### src/rtl/rle8_pkg.sv
package rle8_pkg;

  localparam int COORD_BITS_DEFAULT  = 16;
  localparam int QUEUE_DEPTH_DEFAULT = 4;
  localparam int COORD_W             = 16;
  localparam int ADDR_W              = 32;

  typedef struct packed {
    logic [7:0] data_byte;
    logic       start_of_image;
  } rle8_in_t;

  typedef struct packed {
    logic [ADDR_W-1:0]  pixel_address;
    logic [COORD_W-1:0] column;
    logic [COORD_W-1:0] row;
    logic [7:0]         run_length;
    logic [7:0]         color_index;
    logic               end_of_image;
    logic               out_of_range;
  } rle8_out_t;

  // Run descriptor passed from the parser to the address stage.
  typedef struct packed {
    logic [COORD_W-1:0] column;
    logic [COORD_W-1:0] row;
    logic [7:0]         run_length;
    logic [7:0]         color_index;
    logic               end_of_image;
  } rle8_desc_t;

endpackage

### src/rtl/rle8_bitmap_decoder.sv
// Channel   Direction  Handshake              Payload
// input     in         push / full            item   (data_byte, start_of_image)
// result    out        pop / empty            result (run descriptor)
// config    in         cfg_we                 cfg_data (image_width)
//
// One byte is taken per cycle while full is low; a byte gives at most one result.
// A result reaches the ports through the queue and then the two-stage address unit,
// whose first stage registers the product of a 16 by 16 multiplier.
// Reset clears the parser, the queue and the output stage, and sets the width to 1.
// A stalled result side fills the queue, and full then holds off further bytes.
module rle8_bitmap_decoder
  import rle8_pkg::*;
#(
  parameter int COORD_BITS  = COORD_BITS_DEFAULT,
  parameter int QUEUE_DEPTH = QUEUE_DEPTH_DEFAULT
) (
  input  logic               clk,
  input  logic               rst,
  input  logic               push,
  output logic               full,
  input  rle8_in_t           item,
  output logic               empty,
  input  logic               pop,
  output rle8_out_t          result,
  input  logic               cfg_we,
  input  logic [COORD_W-1:0] cfg_data
);

  logic       accept;
  logic       desc_push;
  rle8_desc_t front_desc;
  logic       q_valid;
  logic       q_pop;
  rle8_desc_t q_desc;

  assign accept = push && !full;

  rle8_front #(
    .COORD_BITS(COORD_BITS)
  ) u_front (
    .clk      (clk),
    .rst      (rst),
    .accept   (accept),
    .item     (item),
    .desc_push(desc_push),
    .desc     (front_desc)
  );

  rle8_queue #(
    .DEPTH(QUEUE_DEPTH)
  ) u_queue (
    .clk    (clk),
    .rst    (rst),
    .wr     (desc_push),
    .wr_data(front_desc),
    .full   (full),
    .rd     (q_pop),
    .valid  (q_valid),
    .rd_data(q_desc)
  );

  rle8_back u_back (
    .clk       (clk),
    .rst       (rst),
    .cfg_we    (cfg_we),
    .cfg_data  (cfg_data),
    .desc_valid(q_valid),
    .desc      (q_desc),
    .desc_pop  (q_pop),
    .empty     (empty),
    .pop       (pop),
    .result    (result)
  );

endmodule

### src/rtl/rle8_front.sv
module rle8_front
  import rle8_pkg::*;
#(
  parameter int COORD_BITS = COORD_BITS_DEFAULT
) (
  input  logic       clk,
  input  logic       rst,
  input  logic       accept,
  input  rle8_in_t   item,
  output logic       desc_push,
  output rle8_desc_t desc
);

  typedef enum logic [2:0] {
    PH_COUNT,
    PH_SECOND,
    PH_DX,
    PH_DY,
    PH_LITERAL,
    PH_PAD,
    PH_DONE
  } phase_t;

  phase_t                phase, phase_next;
  logic [7:0]            held_count, held_count_next;
  logic [7:0]            literal_left, literal_left_next;
  logic                  pad_pending, pad_pending_next;
  logic [COORD_BITS-1:0] cur_column, cur_column_next;
  logic [COORD_BITS-1:0] cur_row, cur_row_next;

  phase_t                ph;
  logic [7:0]            hc;
  logic [7:0]            ll;
  logic                  pp;
  logic [COORD_BITS-1:0] col;
  logic [COORD_BITS-1:0] rw;
  logic [7:0]            b;
  logic [7:0]            ll_dec;

  // A start of image clears the whole parser state before the byte is parsed.
  always_comb begin
    if (item.start_of_image) begin
      ph  = PH_COUNT;
      hc  = '0;
      ll  = '0;
      pp  = 1'b0;
      col = '0;
      rw  = '0;
    end else begin
      ph  = phase;
      hc  = held_count;
      ll  = literal_left;
      pp  = pad_pending;
      col = cur_column;
      rw  = cur_row;
    end
  end

  assign b      = item.data_byte;
  assign ll_dec = ll - 8'd1;

  always_comb begin
    phase_next        = ph;
    held_count_next   = hc;
    literal_left_next = ll;
    pad_pending_next  = pp;
    cur_column_next   = col;
    cur_row_next      = rw;
    desc_push         = 1'b0;
    desc.column       = COORD_W'(col);
    desc.row          = COORD_W'(rw);
    desc.run_length   = 8'd1;
    desc.color_index  = b;
    desc.end_of_image = 1'b0;
    case (ph)
      PH_COUNT: begin
        held_count_next = b;
        phase_next      = PH_SECOND;
      end
      PH_SECOND: begin
        if (hc != 8'd0) begin
          desc_push       = accept;
          desc.run_length = hc;
          cur_column_next = col + COORD_BITS'(hc);
          phase_next      = PH_COUNT;
        end else if (b == 8'd0) begin
          cur_column_next = '0;
          cur_row_next    = rw + COORD_BITS'(1);
          phase_next      = PH_COUNT;
        end else if (b == 8'd1) begin
          desc_push         = accept;
          desc.run_length   = 8'd0;
          desc.color_index  = 8'd0;
          desc.end_of_image = 1'b1;
          phase_next        = PH_DONE;
        end else if (b == 8'd2) begin
          phase_next = PH_DX;
        end else begin
          literal_left_next = b;
          pad_pending_next  = b[0];
          phase_next        = PH_LITERAL;
        end
      end
      PH_DX: begin
        cur_column_next = col + COORD_BITS'(b);
        phase_next      = PH_DY;
      end
      PH_DY: begin
        cur_row_next = rw + COORD_BITS'(b);
        phase_next   = PH_COUNT;
      end
      PH_LITERAL: begin
        desc_push         = accept;
        cur_column_next   = col + COORD_BITS'(1);
        literal_left_next = ll_dec;
        if (ll_dec == 8'd0) begin
          phase_next = pp ? PH_PAD : PH_COUNT;
        end
      end
      PH_PAD: begin
        pad_pending_next = 1'b0;
        phase_next       = PH_COUNT;
      end
      default: begin
      end
    endcase
  end

  always_ff @(posedge clk) begin
    if (rst) begin
      phase        <= PH_COUNT;
      held_count   <= '0;
      literal_left <= '0;
      pad_pending  <= 1'b0;
      cur_column   <= '0;
      cur_row      <= '0;
    end else if (accept) begin
      phase        <= phase_next;
      held_count   <= held_count_next;
      literal_left <= literal_left_next;
      pad_pending  <= pad_pending_next;
      cur_column   <= cur_column_next;
      cur_row      <= cur_row_next;
    end
  end

endmodule

### src/rtl/rle8_queue.sv
module rle8_queue
  import rle8_pkg::*;
#(
  parameter int DEPTH = QUEUE_DEPTH_DEFAULT
) (
  input  logic       clk,
  input  logic       rst,
  input  logic       wr,
  input  rle8_desc_t wr_data,
  output logic       full,
  input  logic       rd,
  output logic       valid,
  output rle8_desc_t rd_data
);

  localparam int PTR_W = (DEPTH > 1) ? $clog2(DEPTH) : 1;
  localparam int CNT_W = $clog2(DEPTH + 1);

  rle8_desc_t       mem [DEPTH];
  logic [PTR_W-1:0] wr_ptr;
  logic [PTR_W-1:0] rd_ptr;
  logic [CNT_W-1:0] count;

  assign full    = (count == CNT_W'(DEPTH));
  assign valid   = (count != '0);
  assign rd_data = mem[rd_ptr];

  always_ff @(posedge clk) begin
    if (wr) begin
      mem[wr_ptr] <= wr_data;
    end
  end

  always_ff @(posedge clk) begin
    if (rst) begin
      wr_ptr <= '0;
      rd_ptr <= '0;
      count  <= '0;
    end else begin
      if (wr) begin
        wr_ptr <= (wr_ptr == PTR_W'(DEPTH - 1)) ? '0 : wr_ptr + PTR_W'(1);
      end
      if (rd) begin
        rd_ptr <= (rd_ptr == PTR_W'(DEPTH - 1)) ? '0 : rd_ptr + PTR_W'(1);
      end
      if (wr && !rd) begin
        count <= count + CNT_W'(1);
      end else if (rd && !wr) begin
        count <= count - CNT_W'(1);
      end
    end
  end

endmodule

### src/rtl/rle8_back.sv
module rle8_back
  import rle8_pkg::*;
(
  input  logic               clk,
  input  logic               rst,
  input  logic               cfg_we,
  input  logic [COORD_W-1:0] cfg_data,
  input  logic               desc_valid,
  input  rle8_desc_t         desc,
  output logic               desc_pop,
  output logic               empty,
  input  logic               pop,
  output rle8_out_t          result
);

  logic [COORD_W-1:0] image_width;

  logic               s1_valid;
  rle8_desc_t         s1_desc;
  logic [ADDR_W-1:0]  s1_prod;
  logic [COORD_W:0]   s1_end;
  logic               s2_valid;
  logic               s1_ready;
  logic               s2_ready;
  logic [ADDR_W-1:0]  prod;

  assign s2_ready = !s2_valid || pop;
  assign s1_ready = !s1_valid || s2_ready;
  assign desc_pop = desc_valid && s1_ready;
  assign empty    = !s2_valid;
  assign prod     = ADDR_W'(desc.row) * ADDR_W'(image_width);

  always_ff @(posedge clk) begin
    if (rst) begin
      image_width <= COORD_W'(1);
    end else if (cfg_we) begin
      image_width <= cfg_data;
    end
  end

  always_ff @(posedge clk) begin
    if (rst) begin
      s1_valid <= 1'b0;
      s2_valid <= 1'b0;
    end else begin
      if (s1_ready) begin
        s1_valid <= desc_valid;
      end
      if (s2_ready) begin
        s2_valid <= s1_valid;
      end
    end
  end

  always_ff @(posedge clk) begin
    if (desc_pop) begin
      s1_desc <= desc;
      s1_prod <= prod;
      s1_end  <= (COORD_W + 1)'(desc.column) + (COORD_W + 1)'(desc.run_length);
    end
    if (s1_valid && s2_ready) begin
      result.pixel_address <= s1_prod + ADDR_W'(s1_desc.column);
      result.column        <= s1_desc.column;
      result.row           <= s1_desc.row;
      result.run_length    <= s1_desc.run_length;
      result.color_index   <= s1_desc.color_index;
      result.end_of_image  <= s1_desc.end_of_image;
      result.out_of_range  <= !s1_desc.end_of_image &&
                              (s1_end > (COORD_W + 1)'(image_width));
    end
  end

endmodule

### config.mk
export PLATFORM = sky130hd
export DESIGN_NAME = rle8_bitmap_decoder
export DESIGN_NICKNAME = d
export VERILOG_FILES = /design/src/rtl/rle8_pkg.sv /design/src/rtl/rle8_bitmap_decoder.sv /design/src/rtl/rle8_front.sv /design/src/rtl/rle8_queue.sv /design/src/rtl/rle8_back.sv
export SDC_FILE = /design/constraint.sdc
export NUM_CORES = 1
export LEC_CHECK = 0
export ABC_CLOCK_PERIOD_IN_PS = 12500
export BUFFER_PORTS_ARGS = -buffer_cell sky130_fd_sc_hd__buf_2
export CAP_MARGIN = 40
export CELL_PAD_IN_SITES_DETAIL_PLACEMENT = 1
export CELL_PAD_IN_SITES_GLOBAL_PLACEMENT = 1
export CORE_UTILIZATION = 29
export CTS_CLUSTER_SIZE = 16
export DETAILED_ROUTE_END_ITERATION = 8
export GPL_TIMING_DRIVEN = 0
export PLACE_DENSITY = 0.51
export SYNTH_ARGS = -nofsm -noshare
export SYNTH_HDL_FRONTEND = slang
export SYNTH_SLANG_ARGS = --single-unit
### constraint.sdc
create_clock -name clk -period 12.5 [get_ports clk]
set_input_delay 1.875 -clock clk [delete_from_list [all_inputs] [get_ports clk]]
set_output_delay 1.875 -clock clk [all_outputs]
set_load 0.05 [all_outputs]
After elaboration in Yosys (flattened, before gate mapping):

Memories as Yosys holds them, arrays and structs flattened. A register that Yosys moved wholly into a read port is not among the register bits.
Cells that the tools add are included.
W data, S select, Z words.

* add/subtract/negate cells: 12
* multiply operators: 1
* $lt $le $gt $ge: 1
* eq/ne operators: 10
* muxes and demuxes: 47
* reduce and logical (&&, ||, !) cells: 21

Operators by type and width (count)
* $mux W16: 6
* $mux W8: 8
* $add A16 B8 Y16: 3
* $pmux W16 S3: 1
* $mux W17: 2
* $add A16 B1 Y16 const B: 2
* $add A32 B16 Y32: 1
* $mul A16 B16 Y32: 1
* $pmux W16 S2: 1
* $mux W3: 9
* $add A16 B8 Y17: 1
* $gt A17 B16 Y1: 1
* $logic_not A8 Y1: 2
* $pmux W8 S2: 1
* $pmux W3 S5: 1
* $mux W1: 10
* $mux W10: 1
* $eq A3 B3 Y1 const B: 3
* $mux W9: 1
* $eq A8 B1 Y1 const B: 1
* $eq A8 B2 Y1 const B: 1
* $mux W2: 4
* $reduce_bool A8 Y1: 1
* $sub A8 B1 Y8 const B: 1
* other kinds (14): 29

* register bits after elaboration: 257
* bits in writable memories: 196
* output and inout port bits: 84
* word-level logic and storage cells: 119
* memories kept: 1

Memories
* u_queue.mem: words 4, bits a word 49, rd ports 1, clocked after memory_dff 1, write ports 1, line rle8_queue.sv:19 `rle8_desc_t mem [DEPTH];`

Longest topological paths before layout:

* depth in word-level cells: 11
* mapped depth: 28

Cells and area by module:

Synthesis repeated with hierarchy kept, for this count alone.

* cell total of the unflattened synthesis: 2504
* area total of the unflattened synthesis: 29228.0 µm²

Modules (own cells, without submodules)
* rle8_back: instances 1, cells an instance 1481, area each 16349.4 µm², sequential area each 5765.5 µm²
* rle8_queue: instances 1, cells an instance 300, area each 7533.5 µm², sequential area each 6065.8 µm²
* rle8_front: instances 1, cells an instance 722, area each 5331.4 µm², sequential area each 1041.0 µm²
* rle8_bitmap_decoder: instances 1, cells an instance 1, area each 13.8 µm², sequential area each 0.0 µm²

Worst setup path before layout:

No wires, ideal clock.

* kind: input-to-reg
* start point: input port pop
* end point: register u_queue.count[2]
* setup time: 0.070 ns
* data arrival time: 8.494 ns
* setup slack: 3.936 ns
* stages on the path: 9
* path buffers: 0
* path through: nor2_1 a21oi_1 inv_1 ha_1 inv_1 fa_1 xor2_1 or3_1 a21oi_1

* cells in the longest elaborated chain, start to end: 6

Ends and longest elaborated chain
* start: declaration: line rle8_bitmap_decoder.sv:23 `input logic pop,`
* $logic_or A1 B1 Y1 (*): line rle8_back.sv:27 `assign s2_ready = !s2_valid || pop;`
* $logic_or A1 B1 Y1 (*): line rle8_back.sv:28 `assign s1_ready = !s1_valid || s2_ready;`
* $logic_and A1 B1 Y1 (*): line rle8_back.sv:29 `assign desc_pop = desc_valid && s1_ready;`
* via q_pop: line rle8_bitmap_decoder.sv:33 `logic q_pop;`
* $logic_not A1 Y1: line rle8_queue.sv:46 `if (wr && !rd) begin`
* $logic_and A1 B1 Y1: line rle8_queue.sv:46
* $mux W3 / $reduce_bool A2 Y1 (equally long branches)
* end signal: assignment: line rle8_queue.sv:47 `count <= count + CNT_W'(1);`
* end signal: assignment: line rle8_queue.sv:49 `count <= count - CNT_W'(1);`
* end: declaration: line rle8_queue.sv:22 `logic [CNT_W-1:0] count;`

The timed path passes the listed nets; every way through them passes the cells marked *.
A chain may end at the register's enable or synchronous reset.

==> reports/metrics.yaml <==
status: "complete, but fails checks"
violations: "DRC"
clock-sinks: 455
whs_endpoint: "u_back.result[2]"
initial_core_util_pct: 29.37
hold_depth: 0
synth_fa_ha_area_share_pct: 21.83
start_kind: "flop"
period_needed_ps: 9021
antenna_found_initial: 3
syn_inst: 2444
crit_slowest_cell: "clkbuf_1"
cts.root.buffer_cell: "clkbuf_16"
yosys_warnings: 0
synth_compound_area_share_pct: 7.204
ys_async_sr_fraction_pct: 0
vias: 19080
die_h_um: 315.4
grt_start_max_net_pins: 50
cts_repair_resize_count: 0
synth_top_family_by_area: "adder cells"
synth.yosys.seq_area_share_pct: 45.19
clk_pin_slew_ps: 70
cts_setup_buffers: 0
worstPathMaxFanout: 10
place.gp.congestion: 0.8507
hold_viol: 0
hold_class: "reg -> reg"
dp_slack_ps: 3363
final_cell_mix: "edfxtp_1 (376), inv_1 (289), nand2_1 (213)"
rows: 114
fmax_mhz: 110.9
placed_area_sq_um: 30950
syn_nets: 2851
syn_to_final_growth_pct: 14.63
cts_buffers: 53
ys_seq_elements: 455
worstHoldStart: "u_back.s1_desc[1]"
r2r_slack_ps: 3480
max_cap_violations: 0
hpwl_um: 65570
final_common_cell: "edfxtp_1"
drt-pass1-iter-count: 9
hold_slack_ps: 416.8
cts_tree: "yes"
final-max-slew-violation-count: 0
grt_pass1_vias: 21130
critical_path_class: "reg -> reg"
post-route-util_pct: 33.66
fin_area_sq_um: 32650
totalWireLength_um: 85070
grt.overflow.total: 0
wl_per_cell_um: 21.55
synth_xor_area_share_pct: 2.952
drc_errors: 20
arrival_ps: 9400
nets: 3036
grt_use_total_pct: 17.38
dieArea_sq_um: 99480
ant_nets: 0
drt_iter0_markers: 1062
core_area_sq_um: 96990
numPortBuffers: 110
worstSkewPairLatency_ps: 660
finalSetupViolCount: 0
yosys.area_share.simple_pct: 12.55
grt_pass1_wl_um: 128900
rr_endpoint: "u_back.s1_prod[31]"
p_leak_uw: 0.01305
rr_worst_depth: 23
drive_gt1_share_pct: 10.49
end_kind: "flop"
path_common_cell: "fa_1"
powerDensity_nw_per_um2: 248.5
synthMuxAreaShare_pct: 4.968
relSlewSlack_pct: 39.31
synth.avg_cell_area_sq_um: 11.65
period_share_pct: 72.17
rsz0062_at_grt: "no"
path_cells: "buf_1 -> clkbuf_1 -> mux4_2 -> clkbuf_1 -> nand2_1 -> fa_1 -> fa_1 -> fa_1 -> inv_1 -> ha_1 -> fa_1 -> inv_1 -> fa_1 -> inv_1 -> ha_1 -> nand3_1 -> a211oi_1 -> o211ai_1 -> a21oi_1 -> nor2_1 -> o311ai_0 -> o31ai_1 -> xnor2_1"
cts_hold_buf: 0
die_x_um: 315.4
required_ps: 12880
via_per_inst: 4.832
critPathMaxStageDelay_ps: 720
synth_edf_count: 376
netlist_area_sq_um: 28480
htreeDepth: 2
ys.flop_type: "edfxtp_1"
clockBufferDepth: 3
clock_skew_ps: 38.72
ir_worst_vdd_v: 0.0001214
tns_ps: 0
boundaryPins: 114
synth.distinct_cells: 70
worst_pin_slew_ps: 910.3
worst_slack_ps: 3479
synth_stat cells, types with 9 or more instances:
cell type | count | share of area, %
a22oi_1 | 9 | 0.24
and2_1 | 132 | 2.9
nand3_1 | 36 | 0.63
xor2_1 | 33 | 1.0
o21a_1 | 18 | 0.47
edfxtp_1 | 376 | 40
o21bai_1 | 13 | 0.34
fa_1 | 200 | 14
nor2_1 | 131 | 1.7
and3_1 | 29 | 0.64
dfxtp_1 | 79 | 5.6
a211oi_1 | 12 | 0.32
mux2i_1 | 30 | 1.1
a31oi_1 | 10 | 0.22
nor3_1 | 33 | 0.58
buf_1 | 12 | 0.16
or3_1 | 11 | 0.24
mux4_2 | 49 | 3.9
nand2_1 | 213 | 2.8
a21o_1 | 24 | 0.63
xnor2_1 | 63 | 1.9
ha_1 | 177 | 7.8
nand4_1 | 20 | 0.44
o21ai_0 | 70 | 1.2
nand2b_1 | 13 | 0.29
a311oi_1 | 13 | 0.40
o211ai_1 | 10 | 0.26
nor4_1 | 9 | 0.20
inv_1 | 289 | 3.8
clkbuf_1 | 93 | 1.2
a21oi_1 | 99 | 1.7
nor2b_1 | 57 | 1.3
area by class of cell:
cell class	instances	area, sq um
buffer	110	425.4
multi-input combinational	1590	14140
inverter	289	1085
fill	10670	64340
antenna	2	5.005
timing repair buffer	130	838.3
sequential	455	12870
clock buffer	60	1353
tap	1276	1597
clock inverter	36	339.1
flip-flops by register name (all words and copies together), names as in the netlist, 2 cells and up, named ones only:
signal	count
u_front.literal_left	8
u_queue.count	3
u_queue.rd_ptr	2
u_back.image_width	16
u_back.s1_desc	49
u_queue.wr_ptr	2
u_front.cur_row	16
u_back.s1_end	17
u_back.s1_prod	32
u_front.phase	3
u_front.cur_column	16
u_queue.mem	196
u_front.held_count	8
u_back.result	82
critical path, delay by kind of cell (launching register included):
kind	cells	cell delay, ps
fa+ha+maj	7	3260
buf+inv	6	2030
compound gates	5	1810
mux	1	520
simple gates	3	510
flops	1	430
xor+xnor	1	160
worst max path at each step:
| stage | end | cells past startpoint |
|---|---|---|
| final | u_back.s1_prod[31] | 23 |
| after detailed placement | u_back.s1_prod[31] | 23 |
| after CTS | u_back.s1_prod[31] | 23 |
| after floorplan | u_queue.count[2] | 9 |
| after global routing | u_back.s1_prod[31] | 23 |
| after global placement | u_queue.count[2] | 10 |
metal layers:
metal | wire length [um] | GRT usage, % | part of all wire (%)
met1 | 38530 | 22.78 | 45
met2 | 40310 | 29.23 | 47
met5 | 0 | 0 | 0
met3 | 3787 | 2.971 | 4.5
met4 | 2441 | 5.369 | 2.9
where the power goes:
group | internal [uW] | switching, uW | leakage, uW
Combinational | 1510 | 2700 | 0.00805
Sequential | 2230 | 142 | 0.00417
Clock | 866 | 665 | 0.000821
metrics by stage:
stage | std cells | total power [uW]
global route | 3946 | 8759
floorplan | 2444 | 5373
CTS | 3946 | 8277
detailed placement | 3850 | 6699
global placement | 3830 | 6613
finish | 3948 | 8113
logic make-up (layout without fill, tap and decap cells):
logic type,count (synthesis),after routing
AND/OR/NAND/NOR,714,714
flip-flops,455,455
buffers and inverters,399,625
adder cells (fa/ha/maj),377,377
AO/OA/AOI/OAI,323,323
XOR/XNOR,96,96
multiplexers,80,80
other,0,2
Power figures use the tool's default switching activity.
